[src/sv/tem_pkg.sv]
// Shared types, constants and helpers for the text extent measuring block.
package tem_pkg;

	// Table geometry and fixed-point format
	localparam int MAX_GLYPHS = 256;
	localparam int FRAC_BITS  = 4;
	localparam int IDX_W      = $clog2(MAX_GLYPHS);
	localparam int CNT_W      = $clog2(MAX_GLYPHS + 1);

	// Extent width, working sum width and saturation limits
	localparam int EXT_W = 23;
	localparam int SUM_W = EXT_W + 2;
	localparam logic [EXT_W-1:0]        EXT_MAX   = {EXT_W{1'b1}};
	localparam logic signed [SUM_W-1:0] EXT_MAX_S = SUM_W'(EXT_MAX);
	localparam logic signed [SUM_W-1:0] EXT_MIN_S = -EXT_MAX_S;

	// Configuration port
	localparam int CFG_W     = 16;
	localparam int CFG_IDX_W = 2;
	localparam logic [CFG_IDX_W-1:0] REG_LINE_SPACING    = 2'd0;
	localparam logic [CFG_IDX_W-1:0] REG_GLYPH_COUNT     = 2'd1;
	localparam logic [CFG_IDX_W-1:0] REG_DEFAULT_INDEX   = 2'd2;
	localparam logic [CFG_IDX_W-1:0] REG_DEFAULT_ENABLED = 2'd3;

	// Item functions
	localparam logic FUNC_LOAD    = 1'b0;
	localparam logic FUNC_MEASURE = 1'b1;

	// Character codes with special meaning
	localparam logic [15:0] CHAR_TAB   = 16'h0009;
	localparam logic [15:0] CHAR_LF    = 16'h000A;
	localparam logic [15:0] CHAR_CR    = 16'h000D;
	localparam logic [15:0] CHAR_SPACE = 16'h0020;

	// One glyph table entry
	typedef struct packed {
		logic [15:0]        chr;
		logic signed [15:0] offset_x;
		logic signed [15:0] offset_y;
		logic [11:0]        glyph_width;
		logic [11:0]        glyph_height;
		logic signed [15:0] advance_x;
	} glyph_entry_t;

	// Result of a glyph lookup
	typedef struct packed {
		logic done;
		logic found;
	} search_res_t;

	// Command to the pen update unit
	typedef struct packed {
		logic         start;
		logic         newline;
		logic         draw;
		glyph_entry_t glyph;
	} pen_cmd_t;

	// Status of the pen update unit
	typedef struct packed {
		logic busy;
		logic done;
	} pen_stat_t;

	// Whitespace codes: tab to carriage return, and space
	function automatic logic is_space(input logic [15:0] c);
		return c inside {[CHAR_TAB:CHAR_CR], CHAR_SPACE};
	endfunction

endpackage

[src/sv/tem_search.sv]
// Lower-bound binary search over the glyph table, with default fallback.
module tem_search (
	input  logic                        clk,
	input  logic                        arst_n,
	input  logic                        start,
	input  logic [15:0]                 chr,
	input  logic [8:0]                  glyph_count,
	input  logic [7:0]                  default_index,
	input  logic                        default_enabled,
	output logic [tem_pkg::IDX_W-1:0]   raddr,
	input  tem_pkg::glyph_entry_t       rdata,
	output tem_pkg::search_res_t        res,
	output tem_pkg::glyph_entry_t       entry
);

	localparam logic [2:0] SR_IDLE  = 3'd0;
	localparam logic [2:0] SR_PROBE = 3'd1;
	localparam logic [2:0] SR_CHECK = 3'd2;
	localparam logic [2:0] SR_DEF   = 3'd3;
	localparam logic [2:0] SR_FIN   = 3'd4;

	logic [2:0]                  state_q, state_nx;
	logic [tem_pkg::CNT_W-1:0]   lo_q, hi_q, n_q, n_start, lo_nx, hi_nx;
	logic [tem_pkg::CNT_W:0]     mid_sum;
	logic [tem_pkg::IDX_W-1:0]   mid_q, mid_nx;
	logic [15:0]                 chr_q;
	logic                        found_q, take_entry, def_ok;
	tem_pkg::glyph_entry_t       entry_q;

	// Clip the count, qualify the default, narrow the interval
	always_comb begin
		n_start = (32'(glyph_count) > tem_pkg::MAX_GLYPHS) ?
			tem_pkg::CNT_W'(tem_pkg::MAX_GLYPHS) : tem_pkg::CNT_W'(glyph_count);
		def_ok  = default_enabled && (32'(default_index) < tem_pkg::MAX_GLYPHS);
		if (rdata.chr < chr_q) begin
			lo_nx = tem_pkg::CNT_W'(mid_q) + tem_pkg::CNT_W'(1);
			hi_nx = hi_q;
		end else begin
			lo_nx = lo_q;
			hi_nx = tem_pkg::CNT_W'(mid_q);
		end
		mid_sum = {1'b0, lo_nx} + {1'b0, hi_nx};
		mid_nx  = tem_pkg::IDX_W'(mid_sum >> 1);
	end

	// Sequence the probes and pick the next read address
	always_comb begin
		state_nx   = state_q;
		raddr      = mid_q;
		take_entry = 1'b0;
		case (state_q)
			SR_IDLE: begin
				if (start) begin
					if (n_start != '0) begin
						raddr    = tem_pkg::IDX_W'(n_start >> 1);
						state_nx = SR_PROBE;
					end else if (def_ok) begin
						raddr    = tem_pkg::IDX_W'(default_index);
						state_nx = SR_DEF;
					end else begin
						state_nx = SR_FIN;
					end
				end
			end
			SR_PROBE: begin
				if (lo_nx < hi_nx) begin
					raddr = mid_nx;
				end else if (lo_nx < n_q) begin
					raddr    = tem_pkg::IDX_W'(lo_nx);
					state_nx = SR_CHECK;
				end else if (def_ok) begin
					raddr    = tem_pkg::IDX_W'(default_index);
					state_nx = SR_DEF;
				end else begin
					state_nx = SR_FIN;
				end
			end
			SR_CHECK: begin
				if (rdata.chr == chr_q) begin
					take_entry = 1'b1;
					state_nx   = SR_FIN;
				end else if (def_ok) begin
					raddr    = tem_pkg::IDX_W'(default_index);
					state_nx = SR_DEF;
				end else begin
					state_nx = SR_FIN;
				end
			end
			SR_DEF: begin
				take_entry = 1'b1;
				state_nx   = SR_FIN;
			end
			SR_FIN: begin
				state_nx = SR_IDLE;
			end
			default: begin
				state_nx = SR_IDLE;
			end
		endcase
	end

	// Control state
	always_ff @(posedge clk or negedge arst_n) begin
		if (!arst_n) begin
			state_q <= SR_IDLE;
			found_q <= 1'b0;
		end else begin
			state_q <= state_nx;
			if (state_q == SR_IDLE && start) begin
				found_q <= 1'b0;
			end else if (take_entry) begin
				found_q <= 1'b1;
			end
		end
	end

	// Search interval and captured entry
	always_ff @(posedge clk) begin
		if (state_q == SR_IDLE && start) begin
			lo_q  <= '0;
			hi_q  <= n_start;
			n_q   <= n_start;
			mid_q <= tem_pkg::IDX_W'(n_start >> 1);
			chr_q <= chr;
		end else if (state_q == SR_PROBE) begin
			lo_q  <= lo_nx;
			hi_q  <= hi_nx;
			mid_q <= mid_nx;
		end
		if (take_entry) begin
			entry_q <= rdata;
		end
	end

	assign res.done  = (state_q == SR_FIN);
	assign res.found = found_q;
	assign entry     = entry_q;

endmodule

[config.mk]
export PLATFORM = sky130hd
export DESIGN_NAME = tem_search
export DESIGN_NICKNAME = d
export VERILOG_FILES = /design/src/sv/tem_pkg.sv /design/src/sv/tem_search.sv
export SDC_FILE = /design/constraint.sdc
export NUM_CORES = 1
export LEC_CHECK = 0
export ABC_AREA = 0
export BUFFER_PORTS_ARGS = -buffer_cell sky130_fd_sc_hd__buf_2
export CAP_MARGIN = 20
export CORE_MARGIN = 8
export CORE_UTILIZATION = 30
export CTS_BUF_LIST = sky130_fd_sc_hd__clkbuf_4 sky130_fd_sc_hd__clkbuf_8 sky130_fd_sc_hd__clkbuf_16
export DETAILED_ROUTE_END_ITERATION = 12
export GPL_ROUTABILITY_DRIVEN = 0
export HOLD_SLACK_MARGIN = 0.08
export PLACE_DENSITY = 0.52
export SYNTH_ARGS = -nofsm -noshare
export SYNTH_HDL_FRONTEND = slang
export SYNTH_SLANG_ARGS = --single-unit
[constraint.sdc]
create_clock -name clk -period 16.85 [get_ports clk]
set_input_delay 2.5275 -clock clk [delete_from_list [all_inputs] [get_ports clk]]
set_output_delay 2.5275 -clock clk [all_outputs]
set_load 0.01 [all_outputs]
== After elaboration in Yosys (flattened, before gate mapping) ==
Cells that the tools add are included.
Cells by class
  add/subtract/negate cells: 2
  multipliers: 0
  divide/modulo/power cells: 0
  $lt $le $gt $ge: 4
  equality and inequality tests: 7
  shift-type cells: 0
  muxes and demuxes: 25
  bitwise logic cells: 0
  reduce and logical (&&, ||, !) cells: 6
Operators by type and width (count)
  two-way mux 8 bit: 8
  two-way mux 9 bit: 5
  case mux 8 bit (3 select lines): 1
  < comparator 9 bit: 2
  two-way mux 3 bit: 6
  equality test 16 bit: 1
  < comparator 16 bit: 1
  case mux 3 bit (4 select lines): 1
  adder 8 x 1 -> 9 bit (second input constant): 1
  adder 9 bit: 1
  > comparator 9 bit (second input constant): 1
  nonzero test 9 bit: 1
  equality test 3 x 2 -> 1 bit (second input constant): 2
  != test 2 bit (second input constant): 2
  nonzero test 2 bit: 2
  equality test 3 x 1 -> 1 bit (second input constant): 1
  equality test 3 bit (second input constant): 1
  logical NOT 3 bit: 1
  two-way mux 1 bit: 3
  case mux 1 bit (2 select lines): 1
  AND reduction 2 bit: 1
  logical AND 1 bit: 1
Word-level totals
  register bits: 143
  bits in latches: 0
  RAM bits: 0
  ROM bits: 0
  input port bits: 125
  memories: 0

== Depth between registers and ports, before layout ==
  depth in word-level cells: 6
  gate-level depth with buffers: 21
  mapped depth without buffers: 17

== Worst setup path before layout ==
OpenSTA, ideal clock, no wires.
  path kind: input port to output port
  from: input rdata[73] (netlist name)
  to: output raddr[6] (netlist name)
  arrival time: 6.098 ns
  data required time: 14.322 ns
  path slack: 8.224 ns
  cell stages on the path: 18
  path through: ha_1 nor2b_1 o211a_1 o21ai_2 and3_4 buf_6 buf_6 mux2i_1 inv_1 ha_1 o21a_1 o21a_1 o21ai_0 nor2_1 a2111oi_1 nor3_1 xnor2_1 o22ai_1
On the way
  longest elaborated chain between the ends: 6
Ends and longest elaborated chain
  from (decl): line tem_search.sv:11  | input tem_pkg::glyph_entry_t rdata,
  < comparator 16 bit: line tem_search.sv:35  | if (rdata.chr < chr_q) begin
  two-way mux 9 bit: line tem_search.sv:35
  < comparator 9 bit: line tem_search.sv:68  | end else if (lo_nx < n_q) begin
  two-way mux 8 bit: line tem_search.sv:68
  two-way mux 8 bit: line tem_search.sv:66  | if (lo_nx < hi_nx) begin
  case mux 8 bit (3 select lines) *: line tem_search.sv:51  | case (state_q)
  to (decl): line tem_search.sv:10  | output logic [tem_pkg::IDX_W-1:0] raddr,
Mark *: on every way between the ends. The rest lies on a longest branch, timed or not.

== Worst setup path after layout ==
  from: input rdata[79] (netlist name)
  to: output raddr[7] (netlist name)
On the way
  longest elaborated chain between the ends: 6
Ends and longest elaborated chain
  < comparator 16 bit *: line tem_search.sv:35
  two-way mux 9 bit *: line tem_search.sv:35
  net lo_nx (one bit): line tem_search.sv:23  | logic [tem_pkg::CNT_W-1:0] lo_q, hi_q, n_q, n_start, lo_nx, hi_nx;
  < comparator 9 bit: line tem_search.sv:68
  two-way mux 8 bit: line tem_search.sv:68
  two-way mux 8 bit *: line tem_search.sv:66
  case mux 8 bit (3 select lines) *: line tem_search.sv:51
The timed path passes the listed nets; every way through them passes the cells marked *.

==> metrics.md <==
| Metric | Value |
|---|---|
| Status | completed |
| Congestion Overflow GR | 0 |
| Clock skew | 0.0209 ns |
| Internal power | 1.03 mW |
| Commonest non-fill, non-tap cell in the layout | buf_2 |
| Crit. End Element | output pin |
| Clk pwr share | around a fifth |
| Final hold viol count | 0 |
| Post-synth EDFFs | 130 |
| Number of diodes | 0 |
| Htree depth | 4 |
| Residual DRC | 0 |
| Kind of critical path | in -> out |
| Setup_tns | 0 ns |
| TritonCTS clock tree | built |
| Simple-gate share of the synthesized area | ~11% |
| Largest net degree at the start of global routing | 77 |
| CP Launch Type | input port |
| I/O pin cnt | between 200 and 250 |
| Minimum clock period | approximately 9.7 ns |
| Row count | 55 |
| Multi-input gate area | about 2500 um^2 |
| P per Cell Area | between 150 and 200 nW/um^2 |
| Comb pwr share | a little under half |
| Synthesized flop and latch total | between 100 and 150 |
| Worst min path class | reg -> reg |
| Post-DP HPWL | between 15000 and 20000 um |
| Area grow syn2layout | 28.6% |
| Most frequent cells in the layout | buf_2, edfxtp_1, inv_1, nor2_1, nand2_1 |
| Critical Path Stages | 16 |
| Final Setup Violations | 0 |
| Fin crit share | slightly below 60% |
| Max-slew violation count | 0 |
| Seq/Total Area, Yosys | 60.5% |
| Total GRT Usage | between 10% and 20% |
| Bufs and invs on worst path | 3 |
| Core Region | about 23000 um^2 |
| Worst vdd rail ir drop | about 0.080 mV |
| Yosys cell types | 69 |
| Wire per inst | roughly 20 um |
| Die Y | 168 um |
| Die area | around 28000 um^2 |
| Initial antenna violation count | 0 |
| Clk slew on worst S/H paths | 0.07 ns |
| Switching Power | ~0.75 mW |
| Worst-skew pair later-pin latency | between 0.4 and 0.5 ns |
| Cells after synthesis | around 550 |
| Total CTS buffers | 17 |
| I/O Buffers | about 220 |
| Longest Clk Path Bufs | 2 |
| Normalized max-slew margin | 27.1% |
| Crit path max fanout | 21 |
| Yosys synthesis warning count | 0 |
| Top Family by Delay on Critical Path | compound AO/OA/AOI/OAI gates |
| Total power | approximately 1.8 mW |
| Critical Path AT | 7.20 ns |
| Ys async rst share | around 2.8% |
| Final wirelength | 21100 um |
| Worst Hold Depth | 2 |
| Leak | 3.78 nW |
| CTS sink count | roughly 140 |
| Nets@finish | between 900 and 1000 |
| Largest family of logic cells by synthesized area | compound AO/OA/AOI/OAI gates |
| Fillers | 2194 |
| Post-route ant nets | 0 |
| Syn avg cell area | ~12 um^2 |
| Initial core utilization | between 30 and 40% |
| Vias | about 5200 |
| CTS Root Cell | clkbuf_16 |
| Vias in the first global route | slightly above 5000 |
| Share of cells above drive strength 1 | around a third |
| Worst-Margin Slew | 1.09 ns |
| Max-cap violation count | 0 |
| Sequential share of power | a little under a third |
| Ys flop type | edfxtp_1 |
| Post-synthesis compound-gate area fraction | between 10% and 20% |
| FF+latch area | 4180 um^2 |
| Slowest stage cell, crit path | o31ai_2 |
| Sw Share | 42.1% |
| Slowest stage delay, CP | around 0.9 ns |
| Setup bufs post-CTS | 0 |
| RSZ-0062 raised after global routing | no |
| Mux contribution to synthesized area | 3.84% |
| Synth Area in Adders | 7.53% |
| Drt first pass iters | 5 |
| Max Freq | 103 MHz |
| First-pass GRT wire length | 31700 um |
| Synth Net Count | a little over 700 |
| XOR/XNOR share of the synthesized area | between 1.5 and 2% |
| CTS Hold Bufs | 0 |
| CP cell instances | buf_2 > ha_1 > a21oi_1 > o21ai_0 > a2bb2oi_2 > and3_4 > mux2i_1 > inv_1 > ha_1 > nor4b_1 > nand2_1 > o31ai_2 > and2_2 > a211oi_1 > nor3_1 > buf_2 |
| Die width | ~170 um |
| Initial DRC Count | 383 |
| R2R cell count | 17 |
| Cell area after synthesis | about 7000 um^2 |
| CP Data Required Time | between 10 and 15 ns |
| Post-CTS resize count | 0 |
| Vias per cell | slightly below 5 |
[kinds of logic after synthesis]
group,after synthesis
fa+ha+maj,41
simple gates,149
mux,25
xor+xnor,12
buf+inv,67
compound gates,117
flops,143
[flip-flops by register name, indices dropped and copies added, names as in the netlist]
signal and count:
lo_q 9, state_q 3, mid_q 8, entry 88
hi_q 9, chr_q 16, n_q 9, found_q 1
[per-layer routing]
layer / GRT usage (%) / vias to the layer above / share of wire, %
li1: - / 2503 / -
met3: 3.74 / 8 / 7.3
met2: 25.1 / 212 / 49
met4: 3.42 / 0 / 0.61
met5: 0 / - / 0
met1: 18.4 / 2462 / 43
[final timing paths]
check | from | end | slack, ns
hold / removal | lo_q[3] | lo_q[3] | 0.46
max in group asynchronous | arst_n | state_q[2] | 14.81
hold reg to reg | lo_q[3] | lo_q[3] | 0.46
setup / recovery | rdata[79] | raddr[7] | 7.13
min in group asynchronous | arst_n | found_q | 1.90
setup reg to reg | chr_q[7] | mid_q[6] | 12.02
[cell type report]
class                      count  area share, %
clock buffer                  17           4.78
clock inverter                15           1.94
inverter                      46           1.94
multi-input combinational    344           27.6
sequential                   143           47.0
tap                          285           4.01
timing repair buffer         224           12.7
[worst register-to-register path: stages, from the launching register on]
cell	delay [ns]
edfxtp_1	0.36
inv_1	0.08
ha_1	0.25
a21oi_1	0.13
o21ai_0	0.18
a2bb2oi_2	0.29
and3_4	0.48
mux2i_4	0.39
inv_1	0.15
ha_1	0.37
o21a_1	0.18
o21a_1	0.17
o21ai_0	0.48
nor2_1	0.14
a2111oi_1	0.42
nor3_1	0.11
xnor2_1	0.27
a21oi_1	0.11
[power groups by stage]
stage	clock (mW)	combinational [mW]	sequential, mW
5_1_grt	0.403	0.933	0.561
6_report	0.380	0.841	0.553
3_3_place_gp	0	0.839	0.559
4_1_cts	0.390	0.843	0.552
3_5_place_dp	0	0.841	0.560
2_1_floorplan	0	0.585	0.552
[synth_stat cells (all sizes together), types with 13 or more instances]
cell	count	share of area, %
edfxtp	130	56
nand2	42	2.3
mux2i	23	3.5
inv	46	2.5
a21oi	26	1.9
nor3	13	1.2
o21ai	35	2.6
nor2	45	2.4
nor2b	13	1.2
clkbuf	13	0.71
ha	40	7.2
[per-stage QoR]
stage          utilization, %  cells  hold slack [ns]  area, um^2  worst slack [ns]
2_1_floorplan               -    554            0.424        6920              8.22
3_3_place_gp             36.6   1042            0.440        8300              7.18
3_5_place_dp             36.6   1042            0.447        8300              7.11
4_1_cts                  39.3   1074            0.463        8890              7.12
5_1_grt                  39.3   1074            0.492        8890              6.73
6_report                 39.3   1074            0.461        8890              7.13
(Power assumes the default switching activity.)
