## src/sv/tem_pkg.sv

```systemverilog
// Shared types, constants and helpers for the text extent measuring block.
package tem_pkg;

	// Table geometry and fixed-point format
	localparam int MAX_GLYPHS = 256;
	localparam int FRAC_BITS  = 4;
	localparam int IDX_W      = $clog2(MAX_GLYPHS);
	localparam int CNT_W      = $clog2(MAX_GLYPHS + 1);

	// Extent width, working sum width and saturation limits
	localparam int EXT_W = 23;
	localparam int SUM_W = EXT_W + 2;
	localparam logic [EXT_W-1:0]        EXT_MAX   = {EXT_W{1'b1}};
	localparam logic signed [SUM_W-1:0] EXT_MAX_S = SUM_W'(EXT_MAX);
	localparam logic signed [SUM_W-1:0] EXT_MIN_S = -EXT_MAX_S;

	// Configuration port
	localparam int CFG_W     = 16;
	localparam int CFG_IDX_W = 2;
	localparam logic [CFG_IDX_W-1:0] REG_LINE_SPACING    = 2'd0;
	localparam logic [CFG_IDX_W-1:0] REG_GLYPH_COUNT     = 2'd1;
	localparam logic [CFG_IDX_W-1:0] REG_DEFAULT_INDEX   = 2'd2;
	localparam logic [CFG_IDX_W-1:0] REG_DEFAULT_ENABLED = 2'd3;

	// Item functions
	localparam logic FUNC_LOAD    = 1'b0;
	localparam logic FUNC_MEASURE = 1'b1;

	// Character codes with special meaning
	localparam logic [15:0] CHAR_TAB   = 16'h0009;
	localparam logic [15:0] CHAR_LF    = 16'h000A;
	localparam logic [15:0] CHAR_CR    = 16'h000D;
	localparam logic [15:0] CHAR_SPACE = 16'h0020;

	// One glyph table entry
	typedef struct packed {
		logic [15:0]        chr;
		logic signed [15:0] offset_x;
		logic signed [15:0] offset_y;
		logic [11:0]        glyph_width;
		logic [11:0]        glyph_height;
		logic signed [15:0] advance_x;
	} glyph_entry_t;

	// Result of a glyph lookup
	typedef struct packed {
		logic done;
		logic found;
	} search_res_t;

	// Command to the pen update unit
	typedef struct packed {
		logic         start;
		logic         newline;
		logic         draw;
		glyph_entry_t glyph;
	} pen_cmd_t;

	// Status of the pen update unit
	typedef struct packed {
		logic busy;
		logic done;
	} pen_stat_t;

	// Whitespace codes: tab to carriage return, and space
	function automatic logic is_space(input logic [15:0] c);
		return c inside {[CHAR_TAB:CHAR_CR], CHAR_SPACE};
	endfunction

endpackage

```

## src/sv/tem_pen.sv

```systemverilog
// Pen and extent update: one shared saturating adder stepped by a small sequencer.
module tem_pen (
	input  logic                        clk,
	input  logic                        arst_n,
	input  tem_pkg::pen_cmd_t           cmd,
	input  logic                        clear,
	input  logic [15:0]                 line_spacing,
	output tem_pkg::pen_stat_t          stat,
	output logic [tem_pkg::EXT_W-1:0]   max_x,
	output logic [tem_pkg::EXT_W-1:0]   max_y
);

	localparam logic [2:0] PS_IDLE = 3'd0;
	localparam logic [2:0] PS_X0   = 3'd1;
	localparam logic [2:0] PS_WIDE = 3'd2;
	localparam logic [2:0] PS_TALL = 3'd3;
	localparam logic [2:0] PS_HIGH = 3'd4;
	localparam logic [2:0] PS_ADV  = 3'd5;
	localparam logic [2:0] PS_LF   = 3'd6;
	localparam logic [2:0] PS_FIN  = 3'd7;

	localparam int W = tem_pkg::SUM_W;

	logic [2:0]                        step_q;
	logic signed [tem_pkg::EXT_W:0]    pen_x_q;
	logic [tem_pkg::EXT_W-1:0]         pen_y_q, max_x_q, max_y_q, x_q;
	logic signed [W-1:0]               t_q, tall_q;
	tem_pkg::glyph_entry_t             glyph_q;
	logic                              draw_q;

	logic signed [W-1:0]               wf, hf, ls_s, op_a, op_b, sum, pen_x_nx;
	logic [tem_pkg::EXT_W-1:0]         sum_top;

	// Select operands for the current step and saturate the sum
	always_comb begin
		wf   = $signed(W'(glyph_q.glyph_width) << tem_pkg::FRAC_BITS);
		hf   = $signed(W'(glyph_q.glyph_height) << tem_pkg::FRAC_BITS);
		ls_s = $signed(W'(line_spacing));
		case (step_q)
			PS_X0: begin
				op_a = {{(W-tem_pkg::EXT_W-1){pen_x_q[tem_pkg::EXT_W]}}, pen_x_q};
				op_b = {{(W-16){glyph_q.offset_x[15]}}, glyph_q.offset_x};
			end
			PS_WIDE: begin
				op_a = $signed(W'(x_q));
				op_b = wf;
			end
			PS_TALL: begin
				op_a = hf;
				op_b = {{(W-16){glyph_q.offset_y[15]}}, glyph_q.offset_y};
			end
			PS_HIGH: begin
				op_a = $signed(W'(pen_y_q));
				op_b = tall_q;
			end
			PS_ADV: begin
				op_a = t_q;
				op_b = {{(W-16){glyph_q.advance_x[15]}}, glyph_q.advance_x};
			end
			PS_LF: begin
				op_a = $signed(W'(pen_y_q));
				op_b = ls_s;
			end
			default: begin
				op_a = '0;
				op_b = '0;
			end
		endcase
		sum     = op_a + op_b;
		sum_top = (sum > tem_pkg::EXT_MAX_S) ? tem_pkg::EXT_MAX : tem_pkg::EXT_W'(sum);
		if (sum > tem_pkg::EXT_MAX_S) begin
			pen_x_nx = tem_pkg::EXT_MAX_S;
		end else if (sum < tem_pkg::EXT_MIN_S) begin
			pen_x_nx = tem_pkg::EXT_MIN_S;
		end else begin
			pen_x_nx = sum;
		end
	end

	// Sequencer, pen position and running extent
	always_ff @(posedge clk or negedge arst_n) begin
		if (!arst_n) begin
			step_q  <= PS_IDLE;
			pen_x_q <= '0;
			pen_y_q <= '0;
			max_x_q <= '0;
			max_y_q <= '0;
		end else if (clear) begin
			pen_x_q <= '0;
			pen_y_q <= '0;
			max_x_q <= '0;
			max_y_q <= '0;
		end else begin
			case (step_q)
				PS_IDLE: begin
					if (cmd.start) begin
						step_q <= cmd.newline ? PS_LF : PS_X0;
					end
				end
				PS_X0: begin
					step_q <= PS_WIDE;
				end
				PS_WIDE: begin
					if (draw_q && sum_top > max_x_q) begin
						max_x_q <= sum_top;
					end
					step_q <= PS_TALL;
				end
				PS_TALL: begin
					step_q <= PS_HIGH;
				end
				PS_HIGH: begin
					if (draw_q && sum_top > max_y_q) begin
						max_y_q <= sum_top;
					end
					step_q <= PS_ADV;
				end
				PS_ADV: begin
					pen_x_q <= pen_x_nx[tem_pkg::EXT_W:0];
					step_q  <= PS_FIN;
				end
				PS_LF: begin
					pen_x_q <= '0;
					pen_y_q <= sum_top;
					step_q  <= PS_FIN;
				end
				PS_FIN: begin
					step_q <= PS_IDLE;
				end
				default: begin
					step_q <= PS_IDLE;
				end
			endcase
		end
	end

	// Intermediate values between steps
	always_ff @(posedge clk) begin
		if (step_q == PS_IDLE && cmd.start) begin
			glyph_q <= cmd.glyph;
			draw_q  <= cmd.draw;
		end
		if (step_q == PS_X0) begin
			x_q <= (sum < 0) ? '0 : sum_top;
		end
		if (step_q == PS_WIDE) begin
			t_q <= sum;
		end
		if (step_q == PS_TALL) begin
			tall_q <= (sum < ls_s) ? ls_s : sum;
		end
	end

	assign stat.busy = (step_q != PS_IDLE);
	assign stat.done = (step_q == PS_FIN);
	assign max_x     = max_x_q;
	assign max_y     = max_y_q;

endmodule

```

## config.mk

```make
export PLATFORM = sky130hd
export DESIGN_NAME = tem_pen
export DESIGN_NICKNAME = d
export VERILOG_FILES = /design/src/sv/tem_pkg.sv /design/src/sv/tem_pen.sv
export SDC_FILE = /design/constraint.sdc
export NUM_CORES = 1
export LEC_CHECK = 0
export BUFFER_PORTS_ARGS = -buffer_cell sky130_fd_sc_hd__clkbuf_2
export CORE_ASPECT_RATIO = 1.2
export CORE_UTILIZATION = 54
export CTS_CLUSTER_SIZE = 14
export DETAILED_ROUTE_END_ITERATION = 10
export PLACE_DENSITY = 0.85
export SLEW_MARGIN = 20
export SYNTH_ARGS = -nofsm -noshare
export SYNTH_HDL_FRONTEND = slang
export SYNTH_SLANG_ARGS = --single-unit
```

## constraint.sdc

```tcl
create_clock -name clk -period 7.33 [get_ports clk]
set_input_delay 1.466 -clock clk [delete_from_list [all_inputs] [get_ports clk]]
set_output_delay 1.466 -clock clk [all_outputs]
set_load 0.005 [all_outputs]
```

; Word level (Yosys, flattened, before mapping)
; Cells that the tools add are included.
[totals]
register_bits = 242
output_inout_bits = 48
[op_classes]
addsub = 1
order_cmp = 6
n_eq_ne = 8
mux = 19
n_bitwise = 1
n_reduce_logical = 16
[op_table]
columns = operator, count
row1 = 23-bit two-way mux, 9
row2 = 25-bit one-hot mux with 6 select lines, 1
row3 = 25-bit one-hot mux with 5 select lines, 1
row4 = 24-bit two-way mux, 3
row5 = 24-bit one-hot mux with 2 select lines, 1
row6 = 23-bit greater-than comparator, 2
row7 = 25-bit adder, 1
row8 = "25-bit by 24-bit greater-than comparator with 1-bit output, second input constant", 1
row9 = "25-bit by 1-bit < comparator with 1-bit output, second input constant", 1
row10 = 25-bit by 17-bit < comparator with 1-bit output, 1
row11 = "25-bit by 24-bit < comparator with 1-bit output, second input constant", 1
row12 = 3-bit one-hot mux with 7 select lines, 1
row13 = 16-bit two-way mux, 1
row14 = "3-bit equality test, second input constant", 4
row15 = 2-bit nonzero test, 5
row16 = "3-bit by 2-bit equality test with 1-bit output, second input constant", 2
row17 = 3-bit two-way mux, 2
row18 = 2-bit AND reduction, 3
row19 = 3-bit nonzero test, 2
row20 = 2-bit OR reduction, 2
row21 = "3-bit by 1-bit equality test with 1-bit output, second input constant", 1
row22 = 1-bit logical AND, 3
row23 = 3-bit logical NOT, 1
row24 = "2-bit != test, second input constant", 1
row25 = 1-bit inverter, 1

; Logic depth before layout (Yosys ltp)
; Gate-level depths: netlist (run 1).
[depth]
word_depth = 11
mapped_depth = 32

; Worst setup path after synthesis (run 1)
; No wires, ideal clock.
[synth_timing]
path_kind = register -> register
start = register step_q[2]
end = register max_x_q, in the netlist max_x[10]
setup_ns = 0.094
arrival_time_ns = 6.701
slack_ns = 0.535
path_stages_with_launch = 30
path_buffers = 7
synth_period_minus_slack_ns = 6.795
path_cell_list = dfrtp_1 -> clkbuf_1 -> clkbuf_1 -> clkbuf_1 -> nor2_1 -> a22oi_1 -> nand3_1 -> ha_1 -> buf_6 -> a21o_1 -> a31oi_1 -> o21ai_1 -> nor4_2 -> a21o_2 -> mux2i_1 -> nand4_2 -> buf_4 -> nor2_1 -> inv_1 -> ha_1 -> a21o_1 -> a21o_1 -> a21oi_1 -> nor2_1 -> a211oi_1 -> o211ai_1 -> o2111a_1 -> buf_1 -> clkbuf_1 -> a211oi_1
[synth_between]
elab_chain_cells = 10
word_cells_on_any_way = 20
cone_classes = 1 x add/sub / 2 x order compare / 6 x eq/ne / 6 x mux / 5 x reduce/logical
[synth_lines]
columns = element, line
row1 = "start, declared", tem_pen.sv:24  ; logic [2:0] step_q;
row2 = "start signal, assigned", tem_pen.sv:97  ; step_q <= cmd.newline ? PS_LF : PS_X0;
row3 = 3-bit equality test, tem_pen.sv:39  ; case (step_q)
row4 = 2-bit OR reduction (no source line), --
row5 = 25-bit one-hot mux with 5 select lines, tem_pen.sv:39
row6 = 25-bit adder *, tem_pen.sv:69  ; sum = op_a + op_b;
row7 = 25-bit by 24-bit greater-than comparator with 1-bit output, tem_pen.sv:70  ; sum_top = (sum > tem_pkg::EXT_MAX_S) ? tem_pkg::EXT_MAX : tem_pkg::EXT_W'(sum);
row8 = 23-bit two-way mux *, tem_pen.sv:70
row9 = net sum_top (one bit), tem_pen.sv:32  ; logic [tem_pkg::EXT_W-1:0] sum_top;
row10 = 23-bit greater-than comparator *, tem_pen.sv:104  ; if (draw_q && sum_top > max_x_q) begin
row11 = 1-bit logical AND *, tem_pen.sv:104
row12 = 2-bit nonzero test (no source line) *, --
row13 = 2-bit AND reduction (no source line) *, --
row14 = "end signal, assigned", tem_pen.sv:105  ; max_x_q <= sum_top;
row15 = "end, declared", tem_pen.sv:26  ; logic [tem_pkg::EXT_W-1:0] pen_y_q, max_x_q, max_y_q, x_q;
; Mark *: on every way through the listed nets, which the timed path passes. The rest lies on a longest branch. The select of a mux whose other input is x is not followed.
; A chain may end at the register's enable or synchronous reset.

; Final worst setup path (run 1)
[layout_timing]
start = register step_q[0]
end = register max_y_q, in the netlist max_y[17]
[layout_between]
elab_chain_cells = 10
word_cells_on_any_way = 20
cone_classes = 1 x add/sub / 2 x order compare / 6 x eq/ne / 6 x mux / 5 x reduce/logical
[layout_lines]
columns = element, line
row1 = 3-bit equality test, tem_pen.sv:39
row2 = 2-bit OR reduction (no source line), --
row3 = 25-bit one-hot mux with 5 select lines, tem_pen.sv:39
row4 = 25-bit adder *, tem_pen.sv:69
row5 = 25-bit by 24-bit greater-than comparator with 1-bit output, tem_pen.sv:70
row6 = 23-bit two-way mux *, tem_pen.sv:70
row7 = net sum_top (one bit), tem_pen.sv:32
row8 = 23-bit greater-than comparator *, tem_pen.sv:113  ; if (draw_q && sum_top > max_y_q) begin
row9 = 1-bit logical AND *, tem_pen.sv:113
row10 = 2-bit nonzero test (no source line) *, --
row11 = 2-bit AND reduction (no source line) *, --
row12 = "end signal, assigned", tem_pen.sv:114  ; max_y_q <= sum_top;
row13 = "end, declared", tem_pen.sv:26
; Marks and branches as above.

==> reports/qor.yml, run 1 <==
status: "complete, no violations"
synth_mux_area_share_pct: 5.070
via_per_inst: 6.250
fin_nets: 1608
finalMaxSlewViolations: 0
clock_latency_ns: 0.54
ff2ff_path_depth: 23
finalHoldViolations: 0
cts.reportedPaths.clkPinSlew_ns: 0.06
diodes: 0
layoutNonFillerInstCount: 1756
grt_pass1_vias: 11200
synth_seq_cells: 242
fillCellCount: 1912
synth_fp_nets: 1468
synth_edf_count: 146
register_area_sq_um: 6789
cts.sinks: 242
core_area_sq_um: 24750
routed_wl_microns: 37730
holdWs_ns: 0.4814
clock.fmax_mhz: 144.1
cts.htree.levels: 1
relSlewSlack_pct: 33.01
io_buffers: 141
setup_violations: 0
area_growth_pct: 14.70
place.gp.congestion: 0.9271
yosysSeqAreaShare_pct: 49.63
clock_path_buffers: 3
synth_xor_area_share_pct: 1.217
synth_compound_area_share_pct: 20.00
overflow: 0
routedWlPerCell_microns: 21.49
maxCapViolCount: 0
start_kind: "flip-flop"
worst_slack_ns: 0.3920
setup.worst_path.end_class: "flip-flop"
synth_top_area_share_pct: 32.06
start_util_pct: 55.24
crit_start: "step_q[0]$_DFFE_PN0P_"
tightestPinTransition_ns: 1.005
worstSetupPathType: "flip-flop to flip-flop"
grt_pass1_wl_microns: 59480
dp.cells: 1710
dp_hpwl_microns: 26810
path_max_fanout: 40
cts_tree: "built"
syn-cell-area_sq_um: 13670
drt_iter0_markers: 972
synth_area_leaders: "edfxtp_1 32%, dfrtp_1 18%, ha_1 7.8%, nor2_1 4.3%, a211oi_1 3.1%"
post-place-ws_ns: -0.04484
cts_hold_buffers: 0
synth_area_leader_cell: "edfxtp_1"
async_flop_share_pct: 39.67
post-route-util_pct: 63.36
grt_start_max_net_pins: 77
synth.distinct_cells: 83
die_x_microns: 147.3
yosys_warnings: 0
r2r_slack_ns: 0.39
crit_required_ns: 7.75
dieArea_sq_um: 25960
postSynthCellCount: 1272
post-route-drc-count: 0
antenna_left: 0
grt_usage_pct: 29.64
synth.avg_cell_area_sq_um: 10.75
critPathCapture: "max_y[17]$_DFFE_PN0P_"
die_h_microns: 176.3
finalCritPeriodShare_pct: 94.65
antenna_found_initial: 0
dr.pass1.iters: 6
root_buffer: "clkbuf_16"
multi_input_area_sq_um: 6193
layout-drive-gt1-share_pct: 22.50
r2r_start: "step_q[0]$_DFFE_PN0P_"
ys.flop_type: "edfxtp_1"
synth-simple-area-share_pct: 10.75
synth_top_family_by_area: "compound AO/OA/AOI/OAI gates"
rsz0062_at_grt: "false"
io_pins: 158
cpPeakStageDelay_ns: 0.63
skew_ns: 0.02398
numCtsBuffers: 25
crit_chain: "clkinv_1, nor2_1, buf_4, a221oi_1, nor2_1, ha_1, a21oi_1, o221a_2, a21o_1, a31o_4, nand4b_1, nand4_2, buf_4, nor2_1, inv_1, ha_1, a21o_1, a21o_1, a211oi_1, o211ai_1, o2111a_1, buf_12, a211oi_1"
core.rowCount: 63
slowest_stage: "dfrtp_2"
hp-class: "flip-flop to flip-flop"
fin_crit_ns: 6.938
vias: 10980
r2r-end: "max_y[17]$_DFFE_PN0P_"
crit_arrival_ns: 7.36
synth_fa_ha_area_share_pct: 7.925
state kept, by name, summed over array words and instances, names as in the netlist:
| register | count |
|---|---|
| draw_q | 1 |
| glyph_q | 72 |
| max_x | 23 |
| max_y | 23 |
| pen_x_q | 24 |
| pen_y_q | 23 |
| step_q | 3 |
| t_q | 25 |
| tall_q | 25 |
| x_q | 23 |
worst min-delay path by stage:
stage	startpoint	to	slack [ns]	cells past startpoint
6_report	pen_x_q[10]$_DFFE_PN0P_	pen_x_q[10]$_DFFE_PN0P_	0.48	2
5_1_grt	pen_x_q[10]$_DFFE_PN0P_	pen_x_q[10]$_DFFE_PN0P_	0.51	2
4_1_cts	pen_x_q[10]$_DFFE_PN0P_	pen_x_q[10]$_DFFE_PN0P_	0.48	2
3_5_place_dp	pen_x_q[10]$_DFFE_PN0P_	pen_x_q[10]$_DFFE_PN0P_	0.47	2
3_3_place_gp	pen_x_q[4]$_DFFE_PN0P_	pen_x_q[4]$_DFFE_PN0P_	0.46	2
2_1_floorplan	pen_x_q[4]$_DFFE_PN0P_	pen_x_q[4]$_DFFE_PN0P_	0.44	2
cells in the mapped netlist (all sizes together), types with 24 or more instances:
cell type / count
a211oi: 59
a21o: 34
a21oi: 75
a221oi: 35
clkbuf: 57
dfrtp: 96
edfxtp: 146
ha: 85
inv: 96
mux2: 34
mux2i: 28
nand2: 61
nor2: 158
o21ai: 59
o31ai: 24
metal layers:
layer  part of all wire, %  routed length [microns]  vias up  GRT usage, %
met1                    39                    14740     5284         37.21
li1                      -                        -     5024             -
met4                   4.0                     1491        0         12.89
met5                     0                        0        -             0
met3                   8.6                     3252      106         6.124
met2                    48                    18240      561         49.57
cell type report:
class	count	share of cell area (%)
Clock buffer	38	4.492
Tap cell	325	2.593
Sequential cell	242	43.29
Timing Repair Buffer	190	7.125
Multi-Input combinational cell	855	39.49
Inverter	98	2.346
Clock inverter	8	0.6622
cells in the final DEF, fill, tap and decap left out, types with 20 or more instances in the layout:
cell type,count
clkbuf_16,25
edfxtp_1,146
nand4_1,20
mux2i_1,28
a21oi_1,67
nand2_1,61
buf_4,46
nor2_1,149
ha_1,85
a22oi_1,20
a221oi_1,35
a21o_1,33
dfrtp_1,94
mux2_2,26
a211oi_1,57
inv_1,95
o21ai_0,54
clkbuf_2,140
stage by stage:
stage	TNS (ns)	area (sq um)
3_3_place_gp	0	14860
5_1_grt	0	15680
2_1_floorplan	0	13670
4_1_cts	0	15670
6_report	0	15680
3_5_place_dp	-0.2673	14860
critical path: cells and delay by family, from the launching register on:
kind                       cells  cell delay, ns
adders and majority gates      2            0.71
and+or+nand+nor                5            1.33
DFF                            1            0.63
AOI/OAI and AO/OA             11            2.98
buffers and inverters          5            1.17
kinds of logic after synthesis:
family	count (synthesis)
DFF	242
muxes	62
adders and majority gates	86
other	1
buffers and inverters	175
and+or+nand+nor	316
AOI/OAI and AO/OA	374
xor gates and xnor gates	16
repair_timing:
action                     in CTS  in global routing
setup endpoints to repair       0                 43
hold endpoints to repair        0                  0
buffers inserted                0                  0
gates resized for setup         0                  5
Power of run 1 is not shown: default switching activity piles up to over one toggle a cycle in this logic, so the estimate is an artifact.
==> run 2: changes to the inputs <==
Settings changed: CELL_PAD_IN_SITES_DETAIL_PLACEMENT set to 1, CELL_PAD_IN_SITES_GLOBAL_PLACEMENT set to 1, CORE_UTILIZATION 54 to 42, PLACE_DENSITY 0.85 to 0.83, RECOVER_POWER set to 100.
==> run 2 against run 1 <==
The run now ends with max-capacitance violations, max-slew violations left. Worst hold slack got worse by 0.0067 ns. Final cell count rose by 5.3%. Final area rose by 0.41%. Fmax fell by 0.75%. Routed wire length rose by 15%. Via count rose by 1.8%. Clock skew rose by 0.012 ns. Flip-flop and latch count did not move. Clock-buffer cell count fell by 4. Die area rose by 28%. Sequential share of layout area fell by 0.15 points. First-iteration DRC count fell by 14%. Critical endpoint is now max_x[21]$_DFFE_PN0P_. Largest cell class unchanged.
==> reports/qor.yml, run 2 (same netlist as run 1, synthesis figures left out) <==
status: "complete, but fails checks"
violations: "max-capacitance violations, max-slew violations"
fin_crit_ns: 6.990
ff2ff_path_depth: 25
maxCapViolCount: 2
holdPathEnd: "pen_x_q[3]$_DFFE_PN0P_"
core_area_sq_um: 32160
die_x_microns: 166.7
hp-class: "flip-flop to flip-flop"
numCtsBuffers: 26
clock_latency_ns: 0.57
antenna_left: 0
fin_nets: 1618
rsz0062_at_grt: "false"
dieArea_sq_um: 33280
finalCritPeriodShare_pct: 95.37
layout-drive-gt1-share_pct: 21.22
grt_usage_pct: 26.44
io_pins: 158
setup_violations: 0
fillCellCount: 3530
whs_path_depth: 2
via_per_inst: 6.041
r2r_slack_ns: 0.34
routedWlPerCell_microns: 23.50
r2r-end: "max_x[21]$_DFFE_PN0P_"
largest_reg_flops: 72
grt_pass1_wl_microns: 68000
antenna_found_initial: 1
place.gp.congestion: 0.9197
finalHoldViolations: 0
top_regs: "glyph_q: 72 flops, t_q: 25 flops, tall_q: 25 flops"
relSlewSlack_pct: -43.86
dp_hpwl_microns: 30590
routed_wl_microns: 43450
cts_tree: "built"
multi_input_area_sq_um: 6085
skew_ns: 0.03560
hold_start: "pen_x_q[3]$_DFFE_PN0P_"
root_buffer: "clkbuf_16"
area_growth_pct: 15.16
start_kind: "flip-flop"
worstSetupPathType: "flip-flop to flip-flop"
io_buffers: 141
post-route-drc-count: 0
r2r_start: "step_q[1]$_DFFE_PN0P_"
start_util_pct: 42.51
vias: 11170
finalMaxSlewViolations: 63
diodes: 0
largest-register: "glyph_q"
clock_path_buffers: 3
layoutNonFillerInstCount: 1849
drt_iter0_markers: 840
tightestPinTransition_ns: 2.158
crit_required_ns: 7.72
dp.cells: 1801
setup.worst_path.end_class: "flip-flop"
cts.htree.levels: 1
clock.fmax_mhz: 143.1
overflow: 0
crit_arrival_ns: 7.38
mostFrequentLayoutCells: "146 x edfxtp_1, 142 x nor2_1, 131 x clkbuf_2, 96 x inv_1, 93 x dfrtp_1"
grt_pass1_vias: 11990
cts.reportedPaths.clkPinSlew_ns: 0.07
dr.pass1.iters: 5
path_max_fanout: 46
cts.sinks: 242
grt_start_max_net_pins: 59
layout_commonest_cell: "edfxtp_1"
register_area_sq_um: 6793
core.rowCount: 72
die_h_microns: 199.7
-- run 2: changes by cell type in the layout (fill, tap and decap cells not counted), sizes merged --
cell / delta
buf: +1
bufinv: -1
clkbuf: +3
clkinv: +8
dlymetal6s2s: +1
inv: -1
-- run 2: how the worst max path moves through the flow --
| stage | startpoint | endpoint | slack, ns | depth (start not counted) |
|---|---|---|---|---|
| 6_report | step_q[1]$_DFFE_PN0P_ | max_x[21]$_DFFE_PN0P_ | 0.34 | 25 |
| 5_1_grt | step_q[2]$_DFFE_PN0P_ | max_x[19]$_DFFE_PN0P_ | 0.02 | 28 |
| 4_1_cts | step_q[2]$_DFFE_PN0P_ | max_x[18]$_DFFE_PN0P_ | 0.11 | 27 |
| 3_5_place_dp | line_spacing[10] | max_x[11]$_DFFE_PN0P_ | -0.03 | 23 |
| 3_3_place_gp | line_spacing[10] | max_x[18]$_DFFE_PN0P_ | 0.13 | 23 |
| 2_1_floorplan | step_q[2]$_DFFE_PN0P_ | max_x[10]$_DFFE_PN0P_ | 0.53 | 29 |
-- run 2: what timing repair did --
| action | CTS | global route |
|---|---|---|
| hold buffers | 0 | 0 |
| buffers inserted | 0 | 0 |
| resized for setup | 0 | 23 |
| endpoints found under the setup margin | 0 | 46 |
-- run 2: critical path, cell delays in order, from the launching register on --
cell	delay, ns
dfrtp_2	0.67
nor2b_2	0.23
buf_4	0.29
buf_4	0.30
a221oi_1	0.11
o21ai_0	0.47
ha_1	0.39
a21o_1	0.26
a31oi_1	0.22
o21ai_1	0.15
nor4_2	0.18
a21o_2	0.22
mux2i_1	0.23
nand4_2	0.22
buf_4	0.29
nor2_1	0.46
inv_1	0.14
ha_1	0.32
nand4_1	0.18
or4_1	0.55
nand2_1	0.09
o21ai_0	0.13
o2111a_1	0.20
buf_6	0.22
o21ai_0	0.19
a21oi_1	0.07
-- run 2: layout make-up --
type | instances | share of cell area [%]
inverters | 98 | 2.336
clock inverters | 14 | 0.7866
clock buffers | 34 | 4.704
multi-input cells | 855 | 38.64
flip-flops and latches | 242 | 43.14
repair buffers | 199 | 7.159
well taps | 407 | 3.234
-- run 2: layer usage --
| metal | global-route usage, % | wire, microns | up-vias |
|---|---|---|---|
| li1 | - | - | 5019 |
| met1 | 31.24 | 17390 | 5648 |
| met2 | 48.43 | 22160 | 413 |
| met3 | 4.991 | 2838 | 87 |
| met4 | 8.299 | 1045 | 2 |
| met5 | 0 | 13 | - |
-- run 2: per-stage QoR --
stage	cell area [sq um]	worst slack, ns	utilization, %	setup TNS [ns]	hold WS (ns)
floorplan	13670	0.5345	-	0	0.4446
global placement	15010	0.1263	46.68	0	0.4586
detailed placement	15020	-0.02931	46.69	-0.1486	0.4651
CTS	15880	0.1055	49.38	0	0.4785
global route	15750	0.02107	48.96	0	0.5030
finish	15750	0.3395	48.96	0	0.4747
Power of run 2 is left out for the same reason.
